==> src/sv/lcdnf_pkg.sv <==
`default_nettype none

package lcdnf_pkg;

    // Request operation codes.
    localparam logic [3:0] OP_CMD      = 4'd0;
    localparam logic [3:0] OP_CHAR     = 4'd1;
    localparam logic [3:0] OP_MOVE     = 4'd2;
    localparam logic [3:0] OP_DEC      = 4'd3;
    localparam logic [3:0] OP_HEX      = 4'd4;
    localparam logic [3:0] OP_CLRLINE  = 4'd5;
    localparam logic [3:0] OP_CLEAR    = 4'd6;
    localparam logic [3:0] OP_INIT     = 4'd7;
    localparam logic [3:0] OP_SHUTDOWN = 4'd8;

    // Wait classes after a strobe.
    typedef logic [2:0] t_wait;
    localparam t_wait W_50US  = 3'd0;
    localparam t_wait W_2MS   = 3'd1;
    localparam t_wait W_50MS  = 3'd2;
    localparam t_wait W_5MS   = 3'd3;
    localparam t_wait W_200US = 3'd4;

    // Expander byte bits.
    localparam logic [7:0] BIT_RS = 8'h01;
    localparam logic [7:0] BIT_EN = 8'h04;
    localparam logic [7:0] BIT_BL = 8'h08;

    // Commands from the controller to the datapath.
    typedef struct packed {
        logic load;
        logic rem_en;
        logic dig_en;
    } t_dp_cmd;

    // Status from the datapath to the controller.
    typedef struct packed {
        logic none;
        logic last;
    } t_dp_sts;

    // Width of the strobe counter for a given line length.
    function automatic int strobe_cnt_w(input int cols);
        int n;
        n = 2 * cols + 2;
        if (n < 15) begin
            n = 15;
        end
        return $clog2(n + 1);
    endfunction

endpackage

`default_nettype wire

==> src/sv/lcdnf_req_if.sv <==
`default_nettype none

interface lcdnf_req_if;
    logic       valid;
    logic       ready;
    logic [3:0] op;
    logic [7:0] value;
    logic       row;
    logic [5:0] col;
    logic [7:0] blank_cols;

    modport source (output valid, output op, output value, output row, output col,
                    output blank_cols, input ready);
    modport sink   (input valid, input op, input value, input row, input col,
                    input blank_cols, output ready);
endinterface

`default_nettype wire

==> src/sv/lcdnf_strobe_if.sv <==
`default_nettype none

interface lcdnf_strobe_if;
    logic       valid;
    logic       ready;
    logic [7:0] strobe_high_byte;
    logic [7:0] strobe_low_byte;
    logic [2:0] wait_after;
    logic       last;

    modport source (output valid, output strobe_high_byte, output strobe_low_byte,
                    output wait_after, output last, input ready);
    modport sink   (input valid, input strobe_high_byte, input strobe_low_byte,
                    input wait_after, input last, output ready);
endinterface

`default_nettype wire

==> src/sv/lcdnf_ctrl.sv <==
`default_nettype none

module lcdnf_ctrl #(
    parameter int LINE_COLUMNS = 16
) (
    input  wire                 i_clk,
    input  wire                 i_rst_n,
    input  wire                 i_in_valid,
    output logic                o_in_ready,
    output logic                o_out_valid,
    input  wire                 i_out_ready,
    input  lcdnf_pkg::t_dp_sts  i_sts,
    output lcdnf_pkg::t_dp_cmd  o_cmd,
    output logic [lcdnf_pkg::strobe_cnt_w(LINE_COLUMNS)-1:0] o_idx
);

    localparam int CW = lcdnf_pkg::strobe_cnt_w(LINE_COLUMNS);

    localparam logic [1:0] S_IDLE = 2'd0;
    localparam logic [1:0] S_REM  = 2'd1;
    localparam logic [1:0] S_DIG  = 2'd2;
    localparam logic [1:0] S_SEND = 2'd3;

    logic [1:0]    r_state, n_state;
    logic [CW-1:0] r_idx, n_idx;

    always_comb begin
        n_state     = r_state;
        n_idx       = r_idx;
        o_in_ready  = 1'b0;
        o_out_valid = 1'b0;
        o_cmd       = '0;
        unique case (r_state)
            S_IDLE: begin
                o_in_ready = 1'b1;
                if (i_in_valid) begin
                    o_cmd.load = 1'b1;
                    n_idx      = '0;
                    n_state    = S_REM;
                end
            end
            S_REM: begin
                o_cmd.rem_en = 1'b1;
                n_state      = S_DIG;
            end
            S_DIG: begin
                o_cmd.dig_en = 1'b1;
                n_state      = S_SEND;
            end
            S_SEND: begin
                if (i_sts.none) begin
                    n_state = S_IDLE;
                end else begin
                    o_out_valid = 1'b1;
                    if (i_out_ready) begin
                        if (i_sts.last) begin
                            n_state = S_IDLE;
                        end else begin
                            n_idx = r_idx + CW'(1);
                        end
                    end
                end
            end
            default: n_state = S_IDLE;
        endcase
    end

    always_ff @(posedge i_clk) begin
        if (!i_rst_n) begin
            r_state <= S_IDLE;
            r_idx   <= '0;
        end else begin
            r_state <= n_state;
            r_idx   <= n_idx;
        end
    end

    assign o_idx = r_idx;

endmodule

`default_nettype wire

==> src/sv/lcdnf_dp.sv <==
`default_nettype none

module lcdnf_dp #(
    parameter int LINE_COLUMNS = 16
) (
    input  wire                 i_clk,
    input  lcdnf_pkg::t_dp_cmd  i_cmd,
    input  wire [lcdnf_pkg::strobe_cnt_w(LINE_COLUMNS)-1:0] i_idx,
    input  wire [3:0]           i_op,
    input  wire [7:0]           i_value,
    input  wire                 i_row,
    input  wire [5:0]           i_col,
    input  wire [7:0]           i_blank_cols,
    output lcdnf_pkg::t_dp_sts  o_sts,
    output logic [7:0]          o_high,
    output logic [7:0]          o_low,
    output lcdnf_pkg::t_wait    o_wait
);

    localparam int CW = lcdnf_pkg::strobe_cnt_w(LINE_COLUMNS);
    localparam int MW = $clog2(LINE_COLUMNS + 1);

    function automatic logic [7:0] hex_char(input logic [3:0] d);
        return (d < 4'd10) ? (8'h30 + {4'b0, d}) : (8'h37 + {4'b0, d});
    endfunction

    logic [3:0]    r_op;
    logic [7:0]    r_value;
    logic          r_row;
    logic [5:0]    r_col;
    logic [MW-1:0] r_m;
    logic [1:0]    r_hund;
    logic [6:0]    r_rem;
    logic [3:0]    r_tens;
    logic [1:0]    r_skip;
    logic [CW-1:0] r_cnt;

    // Hundreds digit by reciprocal multiply, exact for all 8-bit values.
    logic [13:0] hund_prod;
    logic [14:0] tens_prod;
    logic [3:0]  n_tens;
    logic [1:0]  n_skip;
    logic [CW-1:0] n_cnt;

    assign hund_prod = 14'(i_value) * 14'd41;
    assign tens_prod = 15'(r_rem) * 15'd205;
    assign n_tens    = tens_prod[14:11];

    always_comb begin
        n_skip = 2'd0;
        n_cnt  = '0;
        if (r_op == lcdnf_pkg::OP_DEC) begin
            n_skip = (r_hund != 2'd0) ? 2'd0 : ((n_tens != 4'd0) ? 2'd1 : 2'd2);
        end else if (r_op == lcdnf_pkg::OP_HEX) begin
            n_skip = (r_value[7:4] == 4'd0) ? 2'd1 : 2'd0;
        end
        unique case (r_op) inside
            lcdnf_pkg::OP_CMD, lcdnf_pkg::OP_CHAR, lcdnf_pkg::OP_MOVE,
            lcdnf_pkg::OP_CLEAR:   n_cnt = CW'(2);
            lcdnf_pkg::OP_DEC,
            lcdnf_pkg::OP_HEX:     n_cnt = CW'({2'd3 - n_skip, 1'b0});
            lcdnf_pkg::OP_CLRLINE: n_cnt = CW'({r_m, 1'b0}) + CW'(2);
            lcdnf_pkg::OP_INIT:    n_cnt = CW'(15);
            lcdnf_pkg::OP_SHUTDOWN: n_cnt = CW'(4);
            default:               n_cnt = '0;
        endcase
    end

    always_ff @(posedge i_clk) begin
        if (i_cmd.load) begin
            r_op    <= i_op;
            r_value <= i_value;
            r_row   <= i_row;
            r_col   <= i_col;
            r_m     <= (i_blank_cols > 8'(LINE_COLUMNS)) ? MW'(LINE_COLUMNS)
                                                         : i_blank_cols[MW-1:0];
            r_hund  <= hund_prod[13:12];
        end
        if (i_cmd.rem_en) begin
            r_rem <= 7'(r_value - ({6'b0, r_hund} * 8'd100));
        end
        if (i_cmd.dig_en) begin
            r_tens <= n_tens;
            r_skip <= n_skip;
            r_cnt  <= n_cnt;
        end
    end

    // Strobe content for the current index.
    logic [CW-1:0] e;
    logic [CW-2:0] j;
    logic          ph;
    logic [1:0]    pos;
    logic [6:0]    ones_full;
    logic [3:0]    digit;
    logic [7:0]    byte_v;
    logic          rs;
    lcdnf_pkg::t_wait wait_lo;
    logic          ovr;
    logic [3:0]    ovr_nib;
    lcdnf_pkg::t_wait ovr_wait;
    logic [3:0]    nib;
    logic [7:0]    base;

    assign ones_full = r_rem - ({3'b0, r_tens} * 7'd10);

    always_comb begin
        e        = (r_op == lcdnf_pkg::OP_INIT) ? (i_idx - CW'(5)) : i_idx;
        j        = e[CW-1:1];
        ph       = e[0];
        pos      = 2'd0;
        digit    = 4'd0;
        byte_v   = r_value;
        rs       = 1'b0;
        wait_lo  = lcdnf_pkg::W_50US;
        ovr      = 1'b0;
        ovr_nib  = 4'd0;
        ovr_wait = lcdnf_pkg::W_50US;
        unique case (r_op)
            lcdnf_pkg::OP_CMD: begin
                byte_v = r_value;
            end
            lcdnf_pkg::OP_CHAR: begin
                byte_v = r_value;
                rs     = 1'b1;
            end
            lcdnf_pkg::OP_MOVE: begin
                byte_v = {1'b1, r_row, 6'b0} + {2'b0, r_col};
            end
            lcdnf_pkg::OP_DEC: begin
                pos = 2'(j) + r_skip;
                if (pos == 2'd0) begin
                    digit = {2'b0, r_hund};
                end else if (pos == 2'd1) begin
                    digit = r_tens;
                end else begin
                    digit = ones_full[3:0];
                end
                byte_v = 8'h30 | {4'b0, digit};
                rs     = 1'b1;
            end
            lcdnf_pkg::OP_HEX: begin
                pos = (j == '0) ? 2'd0 : (2'(j) + r_skip);
                if (pos == 2'd0) begin
                    byte_v = 8'h78;
                end else if (pos == 2'd1) begin
                    byte_v = hex_char(r_value[7:4]);
                end else begin
                    byte_v = hex_char(r_value[3:0]);
                end
                rs = 1'b1;
            end
            lcdnf_pkg::OP_CLRLINE: begin
                if (j == '0) begin
                    byte_v = {1'b1, r_row, 6'b0};
                end else begin
                    byte_v = 8'h20;
                    rs     = 1'b1;
                end
            end
            lcdnf_pkg::OP_CLEAR: begin
                byte_v  = 8'h01;
                wait_lo = lcdnf_pkg::W_2MS;
            end
            lcdnf_pkg::OP_INIT: begin
                if (i_idx < CW'(5)) begin
                    ovr = 1'b1;
                    case (i_idx[2:0]) inside
                        3'd0: begin
                            ovr_nib  = 4'h0;
                            ovr_wait = lcdnf_pkg::W_50MS;
                        end
                        3'd1: begin
                            ovr_nib  = 4'h3;
                            ovr_wait = lcdnf_pkg::W_5MS;
                        end
                        3'd2, 3'd3: begin
                            ovr_nib  = 4'h3;
                            ovr_wait = lcdnf_pkg::W_200US;
                        end
                        default: begin
                            ovr_nib  = 4'h2;
                            ovr_wait = lcdnf_pkg::W_50US;
                        end
                    endcase
                end
                if (j == (CW-1)'(0)) begin
                    byte_v = 8'h28;
                end else if (j == (CW-1)'(1)) begin
                    byte_v = 8'h08;
                end else if (j == (CW-1)'(2)) begin
                    byte_v  = 8'h01;
                    wait_lo = lcdnf_pkg::W_2MS;
                end else if (j == (CW-1)'(3)) begin
                    byte_v = 8'h06;
                end else begin
                    byte_v = 8'h0C;
                end
            end
            lcdnf_pkg::OP_SHUTDOWN: begin
                if (j == '0) begin
                    byte_v  = 8'h01;
                    wait_lo = lcdnf_pkg::W_2MS;
                end else begin
                    byte_v = 8'h08;
                end
            end
            default: begin
                byte_v = r_value;
            end
        endcase

        nib    = ovr ? ovr_nib : (ph ? byte_v[3:0] : byte_v[7:4]);
        o_wait = ovr ? ovr_wait : (ph ? wait_lo : lcdnf_pkg::W_50US);
        base   = {nib, 4'b0} | lcdnf_pkg::BIT_BL | (rs ? lcdnf_pkg::BIT_RS : 8'h00);
        o_high = base | lcdnf_pkg::BIT_EN;
        o_low  = base;
    end

    assign o_sts.none = (r_cnt == '0);
    assign o_sts.last = (i_idx == (r_cnt - CW'(1)));

endmodule

`default_nettype wire

==> src/sv/char_lcd_nibble_framer_top.sv <==
`default_nettype none

// A request is taken in the idle state; the remainder and digit states then prepare
// the decimal digits before the first strobe beat is offered, and strobes follow one
// per cycle while the receiver is ready. A request of N strobes (N up to the larger of
// 15 and 2*LINE_COLUMNS+2) is finished before the next one is taken; stalls lengthen it.
// Reset: synchronous, active low; the controller returns to idle with no beat pending.
module char_lcd_nibble_framer_top #(
    parameter int LINE_COLUMNS = 16
) (
    input  wire          i_clk,
    input  wire          i_rst_n,
    lcdnf_req_if.sink    i_req,
    lcdnf_strobe_if.source o_strobe
);

    localparam int CW = lcdnf_pkg::strobe_cnt_w(LINE_COLUMNS);

    // The controller owns the handshakes and the strobe counter; the datapath
    // holds the request, prepares decimal digits and decodes each strobe.
    lcdnf_pkg::t_dp_cmd cmd;
    lcdnf_pkg::t_dp_sts sts;
    logic [CW-1:0]      idx;
    logic               in_ready;
    logic               out_valid;

    lcdnf_ctrl #(
        .LINE_COLUMNS (LINE_COLUMNS)
    ) u_ctrl (
        .i_clk       (i_clk),
        .i_rst_n     (i_rst_n),
        .i_in_valid  (i_req.valid),
        .o_in_ready  (in_ready),
        .o_out_valid (out_valid),
        .i_out_ready (o_strobe.ready),
        .i_sts       (sts),
        .o_cmd       (cmd),
        .o_idx       (idx)
    );

    lcdnf_dp #(
        .LINE_COLUMNS (LINE_COLUMNS)
    ) u_dp (
        .i_clk        (i_clk),
        .i_cmd        (cmd),
        .i_idx        (idx),
        .i_op         (i_req.op),
        .i_value      (i_req.value),
        .i_row        (i_req.row),
        .i_col        (i_req.col),
        .i_blank_cols (i_req.blank_cols),
        .o_sts        (sts),
        .o_high       (o_strobe.strobe_high_byte),
        .o_low        (o_strobe.strobe_low_byte),
        .o_wait       (o_strobe.wait_after)
    );

    // The final strobe of a request is flagged from the counter compare.
    assign i_req.ready    = in_ready;
    assign o_strobe.valid = out_valid;
    assign o_strobe.last  = sts.last;

endmodule

`default_nettype wire

==> src/flat_wrapper.sv <==
// flat-port wrapper written by rule: the top's interface ports become plain ports
module char_lcd_nibble_framer_top_flat 
#(
    parameter int LINE_COLUMNS = 16
)
  (i_clk, i_rst_n, i_req_valid, i_req_op, i_req_value, i_req_row, i_req_col, i_req_blank_cols, i_req_ready, o_strobe_valid, o_strobe_strobe_high_byte, o_strobe_strobe_low_byte, o_strobe_wait_after, o_strobe_last, o_strobe_ready);
  lcdnf_req_if i_req_i ();
  lcdnf_strobe_if o_strobe_i ();
  input  wire i_clk;
  input  wire i_rst_n;
  input wire logic [$bits(i_req_i.valid)-1:0] i_req_valid;
  input wire logic [$bits(i_req_i.op)-1:0] i_req_op;
  input wire logic [$bits(i_req_i.value)-1:0] i_req_value;
  input wire logic [$bits(i_req_i.row)-1:0] i_req_row;
  input wire logic [$bits(i_req_i.col)-1:0] i_req_col;
  input wire logic [$bits(i_req_i.blank_cols)-1:0] i_req_blank_cols;
  output wire logic [$bits(i_req_i.ready)-1:0] i_req_ready;
  output wire logic [$bits(o_strobe_i.valid)-1:0] o_strobe_valid;
  output wire logic [$bits(o_strobe_i.strobe_high_byte)-1:0] o_strobe_strobe_high_byte;
  output wire logic [$bits(o_strobe_i.strobe_low_byte)-1:0] o_strobe_strobe_low_byte;
  output wire logic [$bits(o_strobe_i.wait_after)-1:0] o_strobe_wait_after;
  output wire logic [$bits(o_strobe_i.last)-1:0] o_strobe_last;
  input wire logic [$bits(o_strobe_i.ready)-1:0] o_strobe_ready;
  assign i_req_i.valid = i_req_valid;
  assign i_req_i.op = i_req_op;
  assign i_req_i.value = i_req_value;
  assign i_req_i.row = i_req_row;
  assign i_req_i.col = i_req_col;
  assign i_req_i.blank_cols = i_req_blank_cols;
  assign i_req_ready = i_req_i.ready;
  assign o_strobe_valid = o_strobe_i.valid;
  assign o_strobe_strobe_high_byte = o_strobe_i.strobe_high_byte;
  assign o_strobe_strobe_low_byte = o_strobe_i.strobe_low_byte;
  assign o_strobe_wait_after = o_strobe_i.wait_after;
  assign o_strobe_last = o_strobe_i.last;
  assign o_strobe_i.ready = o_strobe_ready;
  char_lcd_nibble_framer_top #(.LINE_COLUMNS(LINE_COLUMNS)) u_core (.i_clk(i_clk), .i_rst_n(i_rst_n), .i_req(i_req_i), .o_strobe(o_strobe_i));
endmodule
==> config.mk <==
export PLATFORM = sky130hd
export DESIGN_NAME = char_lcd_nibble_framer_top_flat
export DESIGN_NICKNAME = d
export VERILOG_FILES = /design/src/sv/lcdnf_pkg.sv /design/src/sv/lcdnf_req_if.sv /design/src/sv/lcdnf_strobe_if.sv /design/src/sv/lcdnf_ctrl.sv /design/src/sv/lcdnf_dp.sv /design/src/sv/char_lcd_nibble_framer_top.sv /design/src/flat_wrapper.sv
export SDC_FILE = /design/constraint.sdc
export NUM_CORES = 1
export LEC_CHECK = 0
export BUFFER_PORTS_ARGS = -buffer_cell sky130_fd_sc_hd__buf_4
export CORE_MARGIN = 2
export CORE_UTILIZATION = 30
export DETAILED_ROUTE_END_ITERATION = 10
export PLACE_DENSITY = 0.5
export SYNTH_ARGS = -nofsm -noshare
export SYNTH_HDL_FRONTEND = slang
export SYNTH_SLANG_ARGS = --single-unit
==> constraint.sdc <==
create_clock -name i_clk -period 5.8 [get_ports i_clk]
set_input_delay 0.87 -clock i_clk [delete_from_list [all_inputs] [get_ports i_clk]]
set_output_delay 0.87 -clock i_clk [all_outputs]
set_load 0.005 [all_outputs]
---- Yosys cells after proc, flatten, opt, wreduce, memory -nomap -nowiden ----
Index checks and enable logic that the tools add are counted.
word-level totals
  flip-flop bits (word level) ............. 53
  input bits .............................. 31
  logic and storage cells ................. 139
operators by class
  add/sub/neg operators ................... 13
  $mul .................................... 4
  magnitude comparators ................... 4
  equal/unequal tests ..................... 26
  mux-type cells .......................... 62
  bitwise logic cells ..................... 1
  reduce and logical (&&, ||, !) cells .... 17
operators by type and width
  operator                                                              number
  8-bit case mux with 7 select lines                                    1
  6-bit 2-to-1 mux                                                      6
  4-bit 2-to-1 mux                                                      8
  6-bit case mux with 5 select lines                                    1
  6-bit by 4-bit adder with 7-bit output, first input constant          4
  7-bit 2-to-1 mux                                                      4
  2-bit 2-to-1 mux                                                      11
  3-bit 2-to-1 mux                                                      7
  1-bit 2-to-1 mux                                                      19
  4-bit by 3-bit == test with 1-bit output, second input constant       4
  7-bit by 8-bit multiplier with 15-bit output, second input constant   1
  8-bit by 6-bit multiplier with 14-bit output, second input constant   1
  6-bit case mux with 2 select lines                                    1
  5-bit by 2-bit == test with 1-bit output, second input constant       2
  8-bit by 6-bit adder with 8-bit output                                1
  4-bit by 2-bit == test with 1-bit output, second input constant       2
  8-bit by 5-bit > comparator with 1-bit output, second input constant  1
  4-bit zero test                                                       2
  4-bit less-than comparator, second input constant                     2
  8-bit 2-to-1 mux                                                      1
  2-bit != test, second input constant                                  4
  8-bit by 1-bit OR with 8-bit output                                   1
  2-bit case mux with 4 select lines                                    1
  7-bit subtractor                                                      1
  32 further kinds                                                      41

---- Depth between registers and ports, before layout ----
  word-level depth ........................ 11
  depth in mapped cells ................... 16
  mapped depth without buffers ............ 16

---- Cells and area by module ----
Synthesis repeated with hierarchy kept, for this count alone.
second synthesis, totals
  cell total of the unflattened synthesis .. 553
  area total of the unflattened synthesis .. 5276.3 µm²
by module, submodules not included
  module      times used  cells an instance  area each (µm²)  seq. area each (µm²)
  lcdnf_dp    1           493                4748.3           1351.3
  lcdnf_ctrl  1           60                 528.0            160.2

---- Worst setup path after synthesis ----
No wires, ideal clock.
  path type ............................... register -> output
  start ................................... reg u_core.u_ctrl.r_idx[0] (netlist: u_core.u_ctrl.o_idx[0])
  end ..................................... out o_strobe_strobe_low_byte[4]
  arrival time ............................ 3.027 ns
  required time ........................... 4.930 ns
  setup slack ............................. 1.903 ns
  stages on the path, launching flop included .. 15
  path buffers ............................ 3
  path through ............................ dfxtp_1 buf_2 inv_1 ha_1 a21oi_1 ha_1 xnor2_1 xnor3_1 buf_2 nor2b_2 mux2i_1 a31oi_1 o31ai_1 o211ai_1 buf_4
on the way
  longest elaborated chain between the ends .. 11
  elaborated cells on any way between the ends .. 36
  those cells by class .................... add/sub (2); order compare (1); eq/ne (7); mux (20); bitwise (1); reduce/logical (5)
RTL lines
  what                                            line                source
  from (decl)                                     lcdnf_ctrl.sv:25    logic [CW-1:0] r_idx, n_idx;
  from (signal assigned)                          lcdnf_ctrl.sv:74    r_idx <= n_idx;
  6-bit by 3-bit subtractor with 6-bit output     lcdnf_dp.sv:108     e = (r_op == lcdnf_pkg::OP_INIT) ? (i_idx - CW'(5)) : i_idx;
  6-bit 2-to-1 mux                                lcdnf_dp.sv:108
  2-bit adder or 5-bit zero test (tied branches)  n/a
  2-bit 2-to-1 mux                                lcdnf_dp.sv:143     pos = (j == '0) ? 2'd0 : (2'(j) + r_skip);
  2-bit by 1-bit == test with 1-bit output        lcdnf_dp.sv:146     end else if (pos == 2'd1) begin
  7-bit 2-to-1 mux                                lcdnf_dp.sv:146
  7-bit 2-to-1 mux                                lcdnf_dp.sv:144     if (pos == 2'd0) begin
  8-bit case mux with 7 select lines              lcdnf_dp.sv:119     unique case (r_op)
  4-bit 2-to-1 mux                                lcdnf_dp.sv:213     nib = ovr ? ovr_nib : (ph ? byte_v[3:0] : byte_v[7:4]);
  4-bit 2-to-1 mux (*)                            lcdnf_dp.sv:213
  8-bit by 1-bit OR with 8-bit output (*)         lcdnf_dp.sv:215     base = {nib, 4'b0} | lcdnf_pkg::BIT_BL | (rs ? lcdnf_pkg::BIT_RS : 8'h00);
  to (decl)                                       flat_wrapper.sv:20  output wire logic [$bits(o_strobe_i.strobe_low_byte)-1:0] o_strobe_strobe_low_byte;
Every way passes the cells marked *; elsewhere a longest branch is shown, timed or not.

---- Worst setup path after layout ----
  start ................................... reg u_core.u_dp.r_op[0]
  end ..................................... out o_strobe_strobe_low_byte[7]
on the way
  longest elaborated chain between the ends .. 11
  elaborated cells on any way between the ends .. 33
  those cells by class .................... add/sub (1); eq/ne (12); mux (16); bitwise (1); reduce/logical (3)
RTL lines
  what                                                                          line                              source
  from (decl)                                                                   lcdnf_dp.sv:27                    logic [3:0] r_op;
  from (signal assigned)                                                        lcdnf_dp.sv:71                    r_op <= i_op;
  4-bit by 3-bit == test with 1-bit output                                      lcdnf_dp.sv:108, lcdnf_dp.sv:119
  6-bit 2-to-1 mux                                                              lcdnf_dp.sv:108
  2-bit adder (tied with other cells)                                           lcdnf_dp.sv:131, lcdnf_dp.sv:143
  2-bit 2-to-1 mux or 4-bit 2-to-1 mux (tied branches)                          lcdnf_dp.sv:143, lcdnf_dp.sv:194
  2-bit by 1-bit == test with 1-bit output or 4-bit 2-to-1 mux (tied branches)  lcdnf_dp.sv:146, lcdnf_dp.sv:191
  7-bit 2-to-1 mux or 4-bit 2-to-1 mux (tied branches)                          lcdnf_dp.sv:146, lcdnf_dp.sv:189
  7-bit 2-to-1 mux or 6-bit 2-to-1 mux (tied branches)                          lcdnf_dp.sv:144, lcdnf_dp.sv:187
  8-bit case mux with 7 select lines                                            lcdnf_dp.sv:119
  4-bit 2-to-1 mux                                                              lcdnf_dp.sv:213
  4-bit 2-to-1 mux (*)                                                          lcdnf_dp.sv:213
  8-bit by 1-bit OR with 8-bit output (*)                                       lcdnf_dp.sv:215
Marks and branches as above.

==> flow_summary_export.csv <==
group,metric,value,unit
status,outcome,"completed",
drt,final_antenna_net_count,0,
critical_path,r2r-end,"u_core.u_dp.r_cnt[2]",
clock_network,clockBufferDepth,2,
floorplan,ios,53,
sta,rsz0062_at_grt,"no",
clock_network,clk_pin_slew,0.07,ns
global_route,grt_pass1_vias,3712,
yosys,ys_warn_count,0,
yosys,synth_compound_area_share,14.1,%
critical_path,reg2reg_from,"u_core.u_dp.r_rem[4]",
drt,detailedRoute.firstPassIterationCount,5,
pwr,p_leak,2.48,nW
critical_path,start_kind,"flop",
worst_hold_path,hold-path-cell-count,2,
clock_network,tritoncts,"done",
clock_network,post-cts-setup-buffers,0,
floorplan,fp.dieH,133,µm
yosys,ys_async_sr_fraction,0,%
yosys,yosysTopAreaCell,"edfxtp_1",
yosys,avgSynthCellArea,9.47,µm²
yosys,synth_top_cells_by_area,"edfxtp_1 27%, ha_1 20%, fa_1 4.8%, inv_1 4.6%, xnor2_1 3.9%",
layout,antennaDiodeCount,0,
floorplan,rows,47,
drt,viasPerCell,4.80,
yosys,netlist.area_leader.share,27.2,%
sta,min_period_over_period,86.6,%
global_route,antenna_found_initial,0,
sta,period_minus_slack,5.02,ns
drt,drt_iter0_drc,228,
clock_network,cts-resized-gates,0,
yosys,synth_fa_ha_area_share,25.5,%
yosys,synth_xor_area_share,6.63,%
yosys,muxShareOfSynthArea,1.24,%
drt,detail_route.wl_per_cell,14.7,µm
yosys,ys_types,65,
global_route,grt_max_degree,27,
floorplan,design.die.area,17600,µm²
place,numPortBuffers,46,
sta,skew,0.00449,ns
yosys,ys_ff_latch,53,
layout,drive_gt1_share,11.8,%
sta,worstMarginPinSlew,1.08,ns
sta,setup_tns,0,ns
clock_network,cts_htree_levels,2,
global_route,grt-ovfl-total,0,
yosys,synthFlopType,"edfxtp_1",
place,place.gp.congestion,0.892,
worst_hold_path,hold_path_end,"u_core.u_ctrl.r_state[1]",
yosys,synth-edff-count,45,
pwr,power.total,3.07,mW
yosys,synth_top_family_by_area,"adder cells",
yosys,syn_area,4960,µm²
drt,vias,3733,
layout,fillers,1727,
drt,wirelength,11400,µm
critical_path,rr_worst_depth,16,
critical_path,cp_max_fo,18,
sta,fmax,199,MHz
worst_hold_path,hold_start,"u_core.u_ctrl.r_state[1]",
pwr,power_density,549,nW/µm²
clock_network,clk_latency,0.29,ns
place,dp_slack,1.17,ns
floorplan,die_width,133,µm
yosys,synth_cells,524,
critical_path,crit_type,"flop to primary output",
sta,slew_headroom,27.9,%
worst_hold_path,min_path_type,"flop to flop",
critical_path,required,4.93,ns
sta,holdWs,0.562,ns
sta,setup_viol,0,
critical_path,end_kind,"primary output",
clock_network,cts_root_buf,"clkbuf_16",
critical_path,crit_arrival,4.15,ns
floorplan,core_area,16300,µm²
floorplan,initial_core_util,30.4,%
global_route,gr-usage-all-layers,13.3,%
drt,drc,0,
layout,area_growth_syn_to_layout,12.8,%
yosys,yosysSeqAreaShare,30.5,%
pwr,vdd_drop_max,0.000242,V
layout,nNetsFinal,682,
sta,hold_violations,0,
sta,slew_viol_final,0,
sta,setup_ws,0.776,ns
global_route,grt_pass1_wl,19000,µm
place,dp_hpwl,9320,µm
critical_path,r2r_slack,1.48,ns
clock_network,cts_made_buffers,5,
clock_network,clock-sinks,53,
job,maxCapViolations,0,
yosys,synthSimpleGateAreaFrac,14.3,%
clock_network,cts_hold_buf,0,
==> flip-flops by register name, summed over array words and instances, names as in the netlist <==
signal,count
u_core.u_dp.r_value,8
u_core.u_dp.r_rem,7
u_core.u_ctrl.o_idx,6
u_core.u_dp.r_cnt,6
u_core.u_dp.r_col,6
u_core.u_dp.r_m,5
u_core.u_dp.r_op,4
u_core.u_dp.r_tens,4
u_core.u_ctrl.r_state,2
u_core.u_dp.r_hund,2
u_core.u_dp.r_skip,2
u_core.u_dp.r_row,1
==> synth_stat cells (3+ instances only) <==
library cell   n
ha_1          81
inv_1         61
edfxtp_1      45
nand2_1       34
nor2_1        34
o21ai_0       30
a21oi_1       26
xnor2_1       22
nor3_1        15
nand3_1       14
buf_4         13
xor2_1        13
fa_1          12
clkbuf_1       8
dfxtp_1        8
nand2b_1       8
nor2b_1        8
a211oi_1       6
and2_1         5
mux2i_1        5
a2111oi_0      4
a31oi_1        4
and3_1         4
buf_2          4
o21a_1         4
a21o_1         3
nor4_1         3
or3_1          3
==> metrics by stage <==
stage / cells / utilization (%) / instance area [µm²]
2_1_floorplan: 528 / - / 4980
5_1_grt: 778 / 34.2 / 5600
3_5_place_dp: 771 / 33.4 / 5470
6_report: 778 / 34.2 / 5600
3_3_place_gp: 771 / 33.4 / 5470
4_1_cts: 778 / 34.2 / 5600
==> how the worst max path moves through the flow <==
| stage | start | end | slack (ns) |
|---|---|---|---|
| after floorplan | u_core.u_ctrl.o_idx[0] | o_strobe_strobe_low_byte[4] | 1.90 |
| after global placement | u_core.u_dp.r_op[0] | o_strobe_strobe_high_byte[7] | 1.31 |
| after detailed placement | u_core.u_dp.r_op[0] | o_strobe_strobe_low_byte[7] | 1.17 |
| after CTS | u_core.u_dp.r_op[0] | o_strobe_strobe_low_byte[7] | 0.81 |
| after global routing | u_core.u_dp.r_op[0] | o_strobe_strobe_low_byte[7] | 0.35 |
| final | u_core.u_dp.r_op[0] | o_strobe_strobe_low_byte[7] | 0.78 |
==> cell families after synthesis <==
group	after synthesis
compound gates	105
xor+xnor	36
fa+ha+maj	94
buf+inv	88
flops	53
mux	6
other cells	2
simple gates	140
==> worst max-delay path, cell delays in order, from the launching register on <==
cell	delay, ns
edfxtp_1	0.68
nand4b_4	0.22
inv_2	0.24
nor2_1	0.10
a21oi_1	0.35
ha_1	0.24
xnor2_1	0.12
xnor3_1	0.40
nand2b_1	0.26
nor2_2	0.17
o21ai_0	0.12
a2111oi_0	0.62
nor3_1	0.16
buf_4	0.17
==> report_power, final <==
part / total, mW / switching (mW) / internal [mW] / leakage [nW]
combinational: 2.04 / 1.14 / 0.901 / 1.92
sequential: 0.745 / 0.144 / 0.601 / 0.489
clock: 0.281 / 0.125 / 0.157 / 0.0644
total: 3.07 / 1.41 / 1.66 / 2.48
==> cell usage in the layout, fill, tap and decap left out, drive strengths merged, types with 2 or more instances in the layout <==
cell,n
ha,81
a21boi,2
a22oi,2
o21ai,32
a21o,3
a31o,2
nor4,3
a2111oi,5
dfxtp,8
o31ai,2
o211ai,2
nor4b,2
clkinv,2
or3,3
nand3,14
nor2,36
nor3,15
nand4,2
fa,12
and3,4
o221ai,2
mux2i,5
clkbuf,6
buf,48
and2,5
edfxtp,45
a221oi,2
a211oi,7
a21oi,26
nand2b,8
o21a,4
nor2b,9
conb,6
a31oi,4
xor2,13
inv,62
nand2,34
xnor2,22
==> routing by layer <==
layer,GRT usage [%],vias to the layer above,share of wire (%)
met5,0,-,0
met4,3.11,0,1.5
met3,2.03,13,3.8
met2,20.8,80,46
met1,19.5,1743,49
li1,-,1897,-
==> final cells by class <==
cell class,count,area [µm²],area share (%)
Clock buffer,6,129,2.30
Clock inverter,1,3.75,0.0670
Inverter,63,236,4.22
Multi-Input combinational cell,387,3080,55.1
Sequential cell,53,1510,27.0
Tap cell,220,275,4.92
Timing Repair Buffer,48,360,6.44
Power figures use the tool's default switching activity.
